`src/rtl/dbss_pkg.sv`:
```
// Shared types, constants and helper functions for the dual blower start supervisor.
// Used by dbss_channel and dual_blower_start_supervisor; depends on nothing.
package dbss_pkg;

   // Per-channel machine state, also reported on the result bus
   typedef enum logic [1:0] {
      MODE_OFF   = 2'd0,
      MODE_START = 2'd1,
      MODE_TEST  = 2'd2,
      MODE_RUN   = 2'd3
   } mode_type;

   // What the PWM stage does with a channel's held duty value
   typedef enum logic [1:0] {
      PWM_KEEP  = 2'd0,
      PWM_ZERO  = 2'd1,
      PWM_IDLE  = 2'd2,
      PWM_SCALE = 2'd3
   } pwm_cmd_type;

   // Request opcodes carried on tuser
   typedef enum logic {
      OP_SET_SPEED = 1'b0,
      OP_TICK      = 1'b1
   } opcode_type;

   // Configuration register indexes
   localparam int unsigned CSR_IDX_W = 2;
   localparam logic [CSR_IDX_W-1:0] CSR_FULL_SCALE = 2'd0;
   localparam logic [CSR_IDX_W-1:0] CSR_IDLE_PWM   = 2'd1;
   localparam logic [CSR_IDX_W-1:0] CSR_TEST_DELAY = 2'd2;

   // Register reset values
   localparam logic [15:0] FULL_SCALE_RST = 16'd62059;
   localparam logic [15:0] IDLE_PWM_RST   = 16'd10;
   localparam logic [7:0]  TEST_DELAY_RST = 8'd15;

   // Field widths
   localparam int unsigned PWM_W   = 16;
   localparam int unsigned PCT_W   = 7;
   localparam int unsigned CNT_W   = 9;
   localparam int unsigned DELAY_W = 8;
   localparam int unsigned PROD_W  = PWM_W + PCT_W;

   // Exact floor(x / 100) for x < 2**PROD_W: (x * RECIP) >> RECIP_SHIFT
   localparam int unsigned RECIP_SHIFT = 30;
   localparam int unsigned RECIP_W     = 24;
   localparam logic [RECIP_W-1:0] RECIP_100 = 24'd10737419;
   localparam int unsigned WIDE_W = PROD_W + RECIP_W;

   localparam logic [PCT_W-1:0] PCT_MAX = 7'd100;
   localparam logic [CNT_W-1:0] CNT_SAT = '1;

   // Channel control outputs handed to the PWM pipeline
   typedef struct packed {
      pwm_cmd_type             cmd;
      logic [PCT_W-1:0]        pct;
      logic                    enable;
      mode_type                mode;
      logic                    on;
   } chan_out_type;

   // Round a clipped percent to the nearest multiple of 5 (remainders 3, 4 go up).
   // floor((c + 2) / 5) via multiply by 205 / 1024, exact for c up to 100.
   function automatic logic [PCT_W-1:0] round5(input logic [PCT_W-1:0] c);
      logic [7:0]       sum;
      logic [15:0]      prod;
      logic [PCT_W-1:0] q;
      sum  = {1'b0, c} + 8'd2;
      prod = 16'(sum) * 16'd205;
      q    = {2'b00, prod[14:10]};
      return 7'(q << 2) + q;
   endfunction

   // Running-speed remap of the upper range
   function automatic logic [PCT_W-1:0] remap(input logic [PCT_W-1:0] pct);
      logic [PCT_W-1:0] res;
      case (pct)
         7'd80:   res = 7'd77;
         7'd85:   res = 7'd79;
         7'd90:   res = 7'd81;
         7'd95:   res = 7'd83;
         7'd100:  res = 7'd85;
         default: res = pct;
      endcase
      return res;
   endfunction

endpackage

```
`src/rtl/dbss_channel.sv`:
```
// One blower channel: speed request, on flag and the off/start/test/running machine.
// Uses dbss_pkg for the mode and PWM command types and the rounding helpers.
module dbss_channel (
   input  logic                          clock,
   input  logic                          reset,
   input  logic                          set_sel,      // set-speed request for this channel
   input  logic                          tick,         // control tick request
   input  logic [7:0]                    speed_percent,
   input  logic                          fault,
   input  logic [dbss_pkg::DELAY_W-1:0]  test_delay,
   output dbss_pkg::chan_out_type        chan_o
);

   dbss_pkg::mode_type               mode_ff, mode_in, cur_mode;
   logic                             on_ff, on_in;
   logic [dbss_pkg::PCT_W-1:0]       speed_ff, speed_in;
   logic [dbss_pkg::CNT_W-1:0]       count_ff, count_in;
   logic                             enable_ff, enable_in;
   logic [dbss_pkg::PCT_W-1:0]       clip_pct;
   dbss_pkg::pwm_cmd_type            cmd;
   logic [dbss_pkg::PCT_W-1:0]       pct;

   // Clip the request to 100 percent
   assign clip_pct = (speed_percent > 8'(dbss_pkg::PCT_MAX)) ? dbss_pkg::PCT_MAX
                                                             : speed_percent[6:0];

   // Next state for one request
   always_comb begin
      mode_in   = mode_ff;
      on_in     = on_ff;
      speed_in  = speed_ff;
      count_in  = count_ff;
      enable_in = enable_ff;
      cmd       = dbss_pkg::PWM_KEEP;
      pct       = speed_ff;
      cur_mode  = mode_ff;
      if (set_sel) begin
         speed_in = dbss_pkg::round5(clip_pct);
         if (speed_percent == 8'd0) begin
            on_in   = 1'b0;
            mode_in = dbss_pkg::MODE_OFF;
         end else begin
            on_in = 1'b1;
            if (mode_ff == dbss_pkg::MODE_OFF) begin
               mode_in = dbss_pkg::MODE_START;
            end
         end
      end else if (tick) begin
         if (!on_ff) begin
            cmd       = dbss_pkg::PWM_ZERO;
            enable_in = 1'b0;
            mode_in   = dbss_pkg::MODE_OFF;
         end else begin
            // a fault while running restarts the channel
            if (fault && mode_ff == dbss_pkg::MODE_RUN) begin
               cur_mode = dbss_pkg::MODE_START;
            end
            mode_in = cur_mode;
            case (cur_mode)
               dbss_pkg::MODE_OFF: begin
                  cmd       = dbss_pkg::PWM_IDLE;
                  enable_in = 1'b0;
               end
               dbss_pkg::MODE_START: begin
                  enable_in = 1'b1;
                  count_in  = '0;
                  mode_in   = dbss_pkg::MODE_TEST;
               end
               dbss_pkg::MODE_TEST: begin
                  if (count_ff != dbss_pkg::CNT_SAT) begin
                     count_in = count_ff + dbss_pkg::CNT_W'(1);
                  end
                  if (count_ff > dbss_pkg::CNT_W'(test_delay)) begin
                     if (fault) begin
                        enable_in = 1'b0;
                        cmd       = dbss_pkg::PWM_IDLE;
                        mode_in   = dbss_pkg::MODE_START;
                     end else begin
                        cmd     = dbss_pkg::PWM_SCALE;
                        mode_in = dbss_pkg::MODE_RUN;
                     end
                  end
               end
               default: begin
                  speed_in = dbss_pkg::remap(speed_ff);
                  pct      = speed_in;
                  cmd      = dbss_pkg::PWM_SCALE;
               end
            endcase
         end
      end
   end

   // Hold channel state
   always_ff @(posedge clock) begin
      if (reset) begin
         mode_ff   <= dbss_pkg::MODE_OFF;
         on_ff     <= 1'b0;
         speed_ff  <= '0;
         count_ff  <= '0;
         enable_ff <= 1'b0;
      end else begin
         mode_ff   <= mode_in;
         on_ff     <= on_in;
         speed_ff  <= speed_in;
         count_ff  <= count_in;
         enable_ff <= enable_in;
      end
   end

   assign chan_o.cmd    = cmd;
   assign chan_o.pct    = pct;
   assign chan_o.enable = enable_in;
   assign chan_o.mode   = mode_in;
   assign chan_o.on     = on_in;

endmodule

```
`src/rtl/dual_blower_start_supervisor.sv`:
```
// Dual blower start supervisor top level: request/response streams, settings, PWM scaling.
// Pipeline: control into stage one, multiply into stage two, /100 into the response register.
// Throughput: one request per cycle unless the response side stalls (req_tready then drops);
// the control state updates in the accept cycle.
// Reset (synchronous, active high): both channels off, settings at defaults, pipeline empty.
// Depends on dbss_pkg and dbss_channel.
module dual_blower_start_supervisor (
   input  logic                              clock,
   input  logic                              reset,
   // request stream
   input  logic                              req_tvalid,
   output logic                              req_tready,
   input  logic [15:0]                       req_tdata,  // channel, speed_percent[7:0],
                                                         // top_fault, bottom_fault, zero pad
   input  logic                              req_tuser,  // opcode
   // response stream
   output logic                              rsp_tvalid,
   input  logic                              rsp_tready,
   output logic [39:0]                       rsp_tdata,  // top_pwm[15:0], top_enable,
                                                         // top_mode[1:0], top_on, bottom_pwm,
                                                         // bottom_enable, bottom_mode, bottom_on
   // settings write channel
   input  logic                              csr_valid,
   output logic                              csr_ready,
   input  logic [dbss_pkg::CSR_IDX_W-1:0]    csr_index,
   input  logic [15:0]                       csr_data
);

   localparam int unsigned NUM_CH = 2;

   logic [dbss_pkg::PWM_W-1:0]   full_scale_ff, idle_pwm_ff;
   logic [dbss_pkg::DELAY_W-1:0] test_delay_ff;

   logic                         accept;
   logic                         adv1, adv2, adv3, load3;
   logic [NUM_CH-1:0]            fault;
   logic [NUM_CH-1:0]            set_sel;
   logic                         tick;

   dbss_pkg::chan_out_type       chan_o [NUM_CH];
   logic                         v1_ff, v2_ff, rsp_valid_ff;
   dbss_pkg::chan_out_type       s1_ff  [NUM_CH];
   dbss_pkg::chan_out_type       s2_ff  [NUM_CH];
   logic [dbss_pkg::PROD_W-1:0]  prod_ff [NUM_CH];
   logic [dbss_pkg::PROD_W-1:0]  prod_in [NUM_CH];
   dbss_pkg::chan_out_type       s3_ff  [NUM_CH];
   logic [dbss_pkg::PWM_W-1:0]   pwm_ff [NUM_CH];
   logic [dbss_pkg::PWM_W-1:0]   pwm_in [NUM_CH];
   logic [dbss_pkg::WIDE_W-1:0]  quot_wide [NUM_CH];

   // Settings writes are always taken
   assign csr_ready = 1'b1;

   always_ff @(posedge clock) begin
      if (reset) begin
         full_scale_ff <= dbss_pkg::FULL_SCALE_RST;
         idle_pwm_ff   <= dbss_pkg::IDLE_PWM_RST;
         test_delay_ff <= dbss_pkg::TEST_DELAY_RST;
      end else if (csr_valid) begin
         case (csr_index)
            dbss_pkg::CSR_FULL_SCALE: full_scale_ff <= csr_data;
            dbss_pkg::CSR_IDLE_PWM:   idle_pwm_ff   <= csr_data;
            dbss_pkg::CSR_TEST_DELAY: test_delay_ff <= csr_data[7:0];
            default: ;
         endcase
      end
   end

   // Stage advance: each stage moves when empty or when the next one moves
   assign adv3       = !rsp_valid_ff || rsp_tready;
   assign adv2       = !v2_ff || adv3;
   assign adv1       = !v1_ff || adv2;
   assign load3      = adv3 && v2_ff;
   assign req_tready = adv1;
   assign accept     = req_tvalid && req_tready;

   // Decode the request
   assign tick       = accept && (req_tuser == dbss_pkg::OP_TICK);
   assign set_sel[0] = accept && (req_tuser == dbss_pkg::OP_SET_SPEED) && !req_tdata[0];
   assign set_sel[1] = accept && (req_tuser == dbss_pkg::OP_SET_SPEED) && req_tdata[0];
   assign fault[0]   = req_tdata[9];
   assign fault[1]   = req_tdata[10];

   for (genvar ch = 0; ch < NUM_CH; ch++) begin : g_ch
      dbss_channel u_channel (
         .clock         (clock),
         .reset         (reset),
         .set_sel       (set_sel[ch]),
         .tick          (tick),
         .speed_percent (req_tdata[8:1]),
         .fault         (fault[ch]),
         .test_delay    (test_delay_ff),
         .chan_o        (chan_o[ch])
      );

      // Scale by full scale, then divide by 100 with a reciprocal multiply
      assign prod_in[ch]   = dbss_pkg::PROD_W'(full_scale_ff) * dbss_pkg::PROD_W'(s1_ff[ch].pct);
      assign quot_wide[ch] = dbss_pkg::WIDE_W'(prod_ff[ch])
                             * dbss_pkg::WIDE_W'(dbss_pkg::RECIP_100);

      // Apply the PWM command to the held duty value
      always_comb begin
         case (s2_ff[ch].cmd)
            dbss_pkg::PWM_ZERO:  pwm_in[ch] = '0;
            dbss_pkg::PWM_IDLE:  pwm_in[ch] = idle_pwm_ff;
            dbss_pkg::PWM_SCALE: pwm_in[ch] =
               quot_wide[ch][dbss_pkg::RECIP_SHIFT +: dbss_pkg::PWM_W];
            default:             pwm_in[ch] = pwm_ff[ch];
         endcase
      end

      // Advance the payload through the stages
      always_ff @(posedge clock) begin
         if (adv1) begin
            s1_ff[ch] <= chan_o[ch];
         end
         if (adv2) begin
            s2_ff[ch]   <= s1_ff[ch];
            prod_ff[ch] <= prod_in[ch];
         end
         if (load3) begin
            s3_ff[ch] <= s2_ff[ch];
         end
      end

      // Held duty value doubles as the response PWM field
      always_ff @(posedge clock) begin
         if (reset) begin
            pwm_ff[ch] <= '0;
         end else if (load3) begin
            pwm_ff[ch] <= pwm_in[ch];
         end
      end
   end

   // Track stage occupancy
   always_ff @(posedge clock) begin
      if (reset) begin
         v1_ff        <= 1'b0;
         v2_ff        <= 1'b0;
         rsp_valid_ff <= 1'b0;
      end else begin
         if (adv1) begin
            v1_ff <= accept;
         end
         if (adv2) begin
            v2_ff <= v1_ff;
         end
         if (adv3) begin
            rsp_valid_ff <= v2_ff;
         end
      end
   end

   assign rsp_tvalid = rsp_valid_ff;
   assign rsp_tdata  = {s3_ff[1].on, s3_ff[1].mode, s3_ff[1].enable, pwm_ff[1],
                        s3_ff[0].on, s3_ff[0].mode, s3_ff[0].enable, pwm_ff[0]};

`ifndef SYNTHESIS
   // An accepted request always occupies the first stage next cycle
   a_accept_fills: assert property (@(posedge clock) disable iff (reset)
      accept |=> v1_ff)
      else $error("accepted request did not enter the first stage");

   // The top channel, when not requested on, is always reported off
   a_off_when_idle: assert property (@(posedge clock) disable iff (reset)
      (rsp_valid_ff && !s3_ff[0].on) |-> (s3_ff[0].mode == dbss_pkg::MODE_OFF))
      else $error("top channel not off while not requested");

   // Scaled PWM on the bottom channel only comes out of the running state
   a_scale_running: assert property (@(posedge clock) disable iff (reset)
      (v1_ff && s1_ff[1].cmd == dbss_pkg::PWM_SCALE) |-> (s1_ff[1].mode == dbss_pkg::MODE_RUN))
      else $error("bottom channel scaled PWM outside running state");

   // Zeroing the top channel's PWM goes with a disabled, unrequested channel
   a_zero_disabled: assert property (@(posedge clock) disable iff (reset)
      (v1_ff && s1_ff[0].cmd == dbss_pkg::PWM_ZERO) |-> (!s1_ff[0].enable && !s1_ff[0].on))
      else $error("top channel PWM zeroed while enabled or requested");

   // A held response keeps its PWM value
   a_pwm_hold: assert property (@(posedge clock) disable iff (reset)
      (rsp_valid_ff && !rsp_tready) |=> $stable(pwm_ff[0]) && $stable(pwm_ff[1]))
      else $error("PWM changed while response stalled");
`endif

endmodule

```
`config.mk`:
```
export PLATFORM = sky130hd
export DESIGN_NAME = dual_blower_start_supervisor
export DESIGN_NICKNAME = d
export VERILOG_FILES = /design/src/rtl/dbss_pkg.sv /design/src/rtl/dbss_channel.sv /design/src/rtl/dual_blower_start_supervisor.sv
export SDC_FILE = /design/constraint.sdc
export NUM_CORES = 2
export LEC_CHECK = 0
export BUFFER_PORTS_ARGS = -buffer_cell sky130_fd_sc_hd__buf_2
export CORE_MARGIN = 3
export CORE_UTILIZATION = 60
export CTS_CLUSTER_DIAMETER = 80
export DETAILED_ROUTE_END_ITERATION = 8
export PLACE_DENSITY = 0.76
export SYNTH_ARGS = -nofsm -noshare
export SYNTH_HDL_FRONTEND = slang
export SYNTH_SLANG_ARGS = --single-unit
```
`constraint.sdc`:
```
create_clock -name clock -period 9.55 [get_ports clock]
set_input_delay 0.4775 -clock clock [delete_from_list [all_inputs] [get_ports clock]]
set_output_delay 0.4775 -clock clock [all_outputs]
set_load 0.005 [all_outputs]
```
== Word-level counts from Yosys, hierarchy flattened ==
Memory sizes are Yosys's and may differ from the RTL's.
Cells that the tools add are included.

* Add/sub/neg operators: 4
* Multiply operators: 5
* $lt $le $gt $ge: 3
* Equality and inequality tests: 28
* Mux-type cells: 82
* Bitwise gates (word level): 5
* Reductions and logical operators: 30

{| class="wikitable"
|+ Operators with widths
! cell !! number
|-
| $pmux W16 S3 || 2
|-
| $mul A23 B24 Y46 const B || 2
|-
| $mux W7 || 11
|-
| $eq A7 B7 Y1 const B || 10
|-
| $pmux W7 S5 || 2
|-
| $mux W2 || 30
|-
| $mul A16 B7 Y23 || 2
|-
| $pmux W9 S2 || 2
|-
| $mux W16 || 2
|-
| $mux W1 || 25
|-
| $add A9 B1 Y9 const B || 2
|-
| $eq A2 B2 Y1 const B || 9
|-
| $gt A9 B8 Y1 || 2
|-
| $mux W9 || 2
|-
| $ne A9 B9 Y1 const B || 2
|-
| $mul A8 B8 Y15 const B || 1
|-
| $pmux W2 S3 || 2
|-
| $eq A2 B1 Y1 const B || 5
|-
| $logic_not A2 Y1 || 5
|-
| $reduce_and A5 Y1 || 2
|-
| $add A7 B2 Y8 const B || 1
|-
| $gt A8 B7 Y1 const B || 1
|-
| $logic_and A1 B1 Y1 || 8
|-
| $logic_not A8 Y1 || 1
|-
| 11 further kinds || 26
|}

* Bits in registers: 83
* RAM bits: 156
* Output and inout bits: 43
* Word-level logic and storage cells: 178
* Memories kept: 5

{| class="wikitable"
|+ Memories
! memory !! depth !! width !! read ports !! clocked after memory_dff !! wr ports !! line !! source
|-
| prod_ff || 2 || 23 || 2 || 0 || 2 || dual_blower_start_supervisor.sv:44 || <nowiki>logic [dbss_pkg::PROD_W-1:0] prod_ff [NUM_CH];</nowiki>
|-
| pwm_ff || 2 || 16 || 2 || 0 || 2 || dual_blower_start_supervisor.sv:47 || <nowiki>logic [dbss_pkg::PWM_W-1:0] pwm_ff [NUM_CH];</nowiki>
|-
| s1_ff || 2 || 13 || 2 || 0 || 2 || dual_blower_start_supervisor.sv:42 || <nowiki>dbss_pkg::chan_out_type s1_ff [NUM_CH];</nowiki>
|-
| s2_ff || 2 || 13 || 2 || 0 || 2 || dual_blower_start_supervisor.sv:43 || <nowiki>dbss_pkg::chan_out_type s2_ff [NUM_CH];</nowiki>
|-
| s3_ff || 2 || 13 || 2 || 0 || 2 || dual_blower_start_supervisor.sv:46 || <nowiki>dbss_pkg::chan_out_type s3_ff [NUM_CH];</nowiki>
|}

== Logic depth before layout (Yosys ltp) ==
* Word-level depth: 14
* Gate-level depth with buffers: 30
* Depth with buffers taken out: 30

== By module ==
From an unflattened synthesis, not the netlist that was laid out.

* Cells, all modules: 3,566
* Area, all modules: 35,566.6 sq um

{| class="wikitable"
|+ By module, submodules not included
! module !! times used !! cells an instance !! area an instance (sq um)
|-
| dual_blower_start_supervisor || 1 || 2,896 || 30,026.3
|-
| dbss_channel || 2 || 335 || 2,770.2
|}

== Least setup slack after synthesis ==
Ideal clock, no wire load.

* Path type: input port to flip-flop
* Start point: in req_tdata[5]
* End point: reg g_ch[0].u_channel.speed_ff[6] (netlist name)
* Setup time: 0.139 ns
* Data arrival time: 6.441 ns
* Data required time: 9.411 ns
* Path slack: 2.970 ns
* Stages: 27
* Path buffers: 0
* Cells stage by stage: or3_1 > a31oi_4 > nand2b_1 > ha_1 > a311oi_1 > nor2_1 > ha_1 > fa_1 > inv_1 > fa_1 > fa_1 > inv_1 > ha_1 > and2_1 > o21ai_0 > o211ai_2 > a31oi_2 > inv_1 > a21oi_1 > xnor2_1 > ha_1 > a21oi_1 > nor2_1 > maj3_2 > a21oi_1 > xor2_1 > a211oi_1

* Cells in the longest elaborated chain, start to end: 6

{| class="wikitable"
|+ RTL lines
! item !! line !! source
|-
| start, declared || dual_blower_start_supervisor.sv:13 || <nowiki>input logic [15:0] req_tdata,</nowiki>
|-
| $gt A8 B7 Y1 || dbss_channel.sv:24 || <nowiki>assign clip_pct = (speed_percent > 8'(dbss_pkg::PCT_MAX)) ? dbss_pkg::PCT_MAX</nowiki>
|-
| $mux W7 (*) || dbss_channel.sv:24 ||
|-
| $add A7 B2 Y8 (*) || dbss_pkg.sv:69 || <nowiki>sum = {1'b0, c} + 8'd2;</nowiki>
|-
| $mul A8 B8 Y15 (*) || dbss_pkg.sv:70 || <nowiki>prod = 16'(sum) * 16'd205;</nowiki>
|-
| $add A7 B5 Y7 (*) || dbss_pkg.sv:72 || <nowiki>return 7'(q << 2) + q;</nowiki>
|-
| $mux W7 (*) || dbss_channel.sv:37 || <nowiki>if (set_sel) begin</nowiki>
|-
| end signal, assigned || dbss_channel.sv:105 || <nowiki>speed_ff <= speed_in;</nowiki>
|-
| end, declared || dbss_channel.sv:16 || <nowiki>logic [dbss_pkg::PCT_W-1:0] speed_ff, speed_in;</nowiki>
|}

Every way passes the cells marked *; elsewhere a longest branch is shown, timed or not.
A chain may end at the register's enable or synchronous reset.

==> flow_summary.json <==
{
  "ant_nets": 0,
  "synth_area_sq_um": 34100,
  "multi_input_area_sq_um": 25600,
  "crit_required_ns": 9.82,
  "synth-edff-count": 124,
  "cts_max_level": 1,
  "postCtsResizedCells": 0,
  "final_nets": 4678,
  "rows": 86,
  "drc": 0,
  "wl_met2_mm": 35.6,
  "wl_per_cell_microns": 18.1,
  "worst_pin_slew_ns": 1.07,
  "gp_congestion": 0.994,
  "start_util_pct": 61.3,
  "core_area_sq_um": 55600,
  "die_y_microns": 244,
  "vias": 23261,
  "regArea_sq_um": 5390,
  "clock_skew_ns": 0.0390,
  "cts_hold_buf": 0,
  "grtUsageTotal_pct": 27.0,
  "post_cts_buffers": 0,
  "grt_pass1_wl_mm": 128,
  "start_kind": "register",
  "area_growth_pct": 5.73,
  "grt_pass1_vias": 24914,
  "critPathCaptureType": "register",
  "final-hold-violation-count": 0,
  "critical_path_class": "register to register",
  "root_buffer": "clkbuf_16",
  "synth_flop_cell": "edfxtp_1",
  "pin_count": 83,
  "slew_viol_final": 0,
  "clk_pin_slew_ns": 0.06,
  "fin_area_sq_um": 36100,
  "hold_class": "primary input to register",
  "wirelength_mm": 76.8,
  "grt_overflow": 0,
  "portBuffers": 76,
  "cts_num_sinks": 207,
  "wl_met3_mm": 5.36,
  "die_x_microns": 244,
  "dpl_cell_area_sq_um": 35300,
  "cts_tree": "done",
  "finalSetupTns_ns": 0,
  "rsz0062_at_grt": "no",
  "ys_ff_latch": 207,
  "ys_warn_count": 0,
  "die_area_sq_um": 59700,
  "routed.top_layer": "met5",
  "finalSetupViolations": 0,
  "outcome": "complete, no violations",
  "path_max_fanout": 6,
  "synth_cell_type_count": 75,
  "slew_headroom_pct": 28.8,
  "worstPathArrival_ns": 7.85,
  "antenna_found_initial": 6,
  "timing.final.crit_share_pct": 79.4,
  "fmax_mhz": 132,
  "dp_hpwl_mm": 65.3,
  "cts_buffers": 23,
  "yosysSeqAreaShare_pct": 15.8,
  "syn_inst": 3420,
  "clk_latency_ns": 0.56,
  "post-route-min-period_ns": 7.58,
  "max_cap_viol_count": 0,
  "m1WireLength_mm": 33.3,
  "cts_max_path_buffers": 3,
  "routed_via_density": 5.48,
  "drtIter0Drc": 1411,
  "async_reset_ff_share_pct": 0,
  "syn_avg_cell_area_sq_um": 9.97,
  "grt_max_degree": 71,
  "drive_gt1_share_pct": 4.50,
  "firstDrtPassIters": 5,
  "n_fill_cell": 4396
}
state kept, by name, indices dropped and copies added (netlist names):
register,flops
g_ch.u_channel.enable_ff,2
v1_ff,1
idle_pwm_ff,16
g_ch.u_channel.count_ff,18
test_delay_ff,8
s1_ff,26
v2_ff,1
rsp_tvalid,1
prod_ff,46
s2_ff,12
g_ch.u_channel.speed_ff,14
g_ch.u_channel.mode_ff,4
g_ch.u_channel.on_ff,2
pwm_ff,32
s3_ff,8
full_scale_ff,16
synthesized netlist by cell type, types with 3 or more instances:
cell type / n / share of area, %
a211o_1: 14 / 0.36
a211oi_1: 17 / 0.37
a211oi_2: 3 / 0.11
a21o_1: 41 / 0.90
a21oi_1: 117 / 1.7
a21oi_2: 3 / 0.077
a311oi_1: 3 / 0.077
a31oi_1: 11 / 0.20
a32oi_1: 4 / 0.10
and2_1: 89 / 1.6
and3_1: 13 / 0.24
buf_1: 4 / 0.044
clkbuf_1: 53 / 0.58
dfxtp_1: 83 / 4.9
edfxtp_1: 124 / 11
fa_1: 538 / 32
ha_1: 627 / 23
inv_1: 789 / 8.7
mux2i_1: 24 / 0.70
nand2_1: 280 / 3.1
nand2b_1: 23 / 0.42
nand3_1: 37 / 0.54
nand3b_1: 5 / 0.11
nand4_1: 27 / 0.50
nand4b_1: 3 / 0.077
nor2_1: 123 / 1.4
nor2b_1: 37 / 0.68
nor3_1: 30 / 0.44
nor3b_1: 6 / 0.13
o211ai_1: 8 / 0.18
o21a_1: 16 / 0.35
o21ai_0: 72 / 1.1
o21bai_1: 17 / 0.37
o22ai_1: 3 / 0.055
o31a_1: 4 / 0.10
o31ai_1: 5 / 0.11
or2_2: 10 / 0.18
or3_1: 12 / 0.22
xnor2_1: 61 / 1.6
xor2_1: 39 / 1.0
critical path, stage by stage, from the launching register on:
cell and delay [ns]:
edfxtp_1 0.69, inv_1 0.19, fa_1 0.63, inv_1 0.09
ha_1 0.27, inv_1 0.05, fa_1 0.53, inv_1 0.07
fa_1 0.51, fa_1 0.45, fa_1 0.51, inv_1 0.05
fa_1 0.47, inv_1 0.04, ha_1 0.34, a21oi_2 0.19
o211ai_1 0.10, a211oi_1 0.59, nand3_1 0.32, and2_4 0.27
a211o_1 0.32, a21o_1 0.22, a211oi_1 0.25, o32ai_1 0.15
worst paths after layout:
| check | startpoint | to | slack (ns) | cells after the start |
|---|---|---|---|---|
| worst min register to register | s2_ff[0][15]$_DFFE_PP_ | s3_ff[0][15]$_DFFE_PP_ | 0.40 | 0 |
| worst min-delay path | csr_data[15] | full_scale_ff[15]$_SDFFE_PP1P_ | 0.14 | 2 |
| worst max-delay path | prod_ff[0][14]$_DFFE_PP_ | pwm_ff[0][14]$_SDFFCE_PN0P_ | 1.97 | 23 |
| worst max register to register | prod_ff[0][14]$_DFFE_PP_ | pwm_ff[0][14]$_SDFFCE_PN0P_ | 1.97 | 23 |
per-stage QoR:
step	setup WS, ns	hold slack, ns	instances	util [%]
final	1.97	0.143	4242	64.8
after global routing	1.76	0.121	4239	64.8
after CTS	2.08	0.118	4238	64.8
after detailed placement	2.10	0.405	4196	63.4
after global placement	2.22	0.400	4196	63.4
after floorplan	2.97	0.400	3423	-
cell families (layout without fill, tap and decap cells):
kind of cell,count (synthesis),after routing,share of synthesized area (%)
other,2,9,0.0220
AND/OR/NAND/NOR,706,706,9.90
multiplexers,24,24,0.704
AO/OA/AOI/OAI,366,366,7.01
adder cells (fa/ha/maj),1166,1166,54.6
flip-flops,207,207,15.8
XOR/XNOR,101,101,2.62
buffers and inverters,848,915,9.35
layout by cell type (no fill, tap or decap), types with 24 or more instances in the layout:
cell type,synthesis,layout
edfxtp_1,124,124
a21oi_1,117,117
xnor2_1,61,61
fa_1,538,538
ha_1,627,627
a21o_1,41,41
and2_1,89,89
nand3_1,37,37
nor2_1,123,123
nor3_1,30,30
mux2i_1,24,24
nand4_1,27,27
inv_1,789,789
xor2_1,39,39
buf_2,0,76
o21ai_0,72,72
nand2_1,280,279
dfxtp_1,83,83
nor2b_1,37,37
layout make-up:
class | count | share of cell area, %
Timing Repair Buffer | 84 | 1.22
Multi-Input combinational cell | 2368 | 70.9
Inverter | 789 | 8.21
Tap cell | 748 | 2.60
Clock inverter | 12 | 0.385
Clock buffer | 30 | 1.75
Sequential cell | 207 | 14.9
Antenna cell | 4 | 0.0278
metal layers:
metal	up-vias	global-route usage [%]
li1	11014	-
met1	11484	36.9
met2	616	44.4
met3	141	4.71
met4	6	7.73
met5	-	0
Power is not shown: default switching activity piles up to over one toggle a cycle in this logic, so the estimate is an artifact.
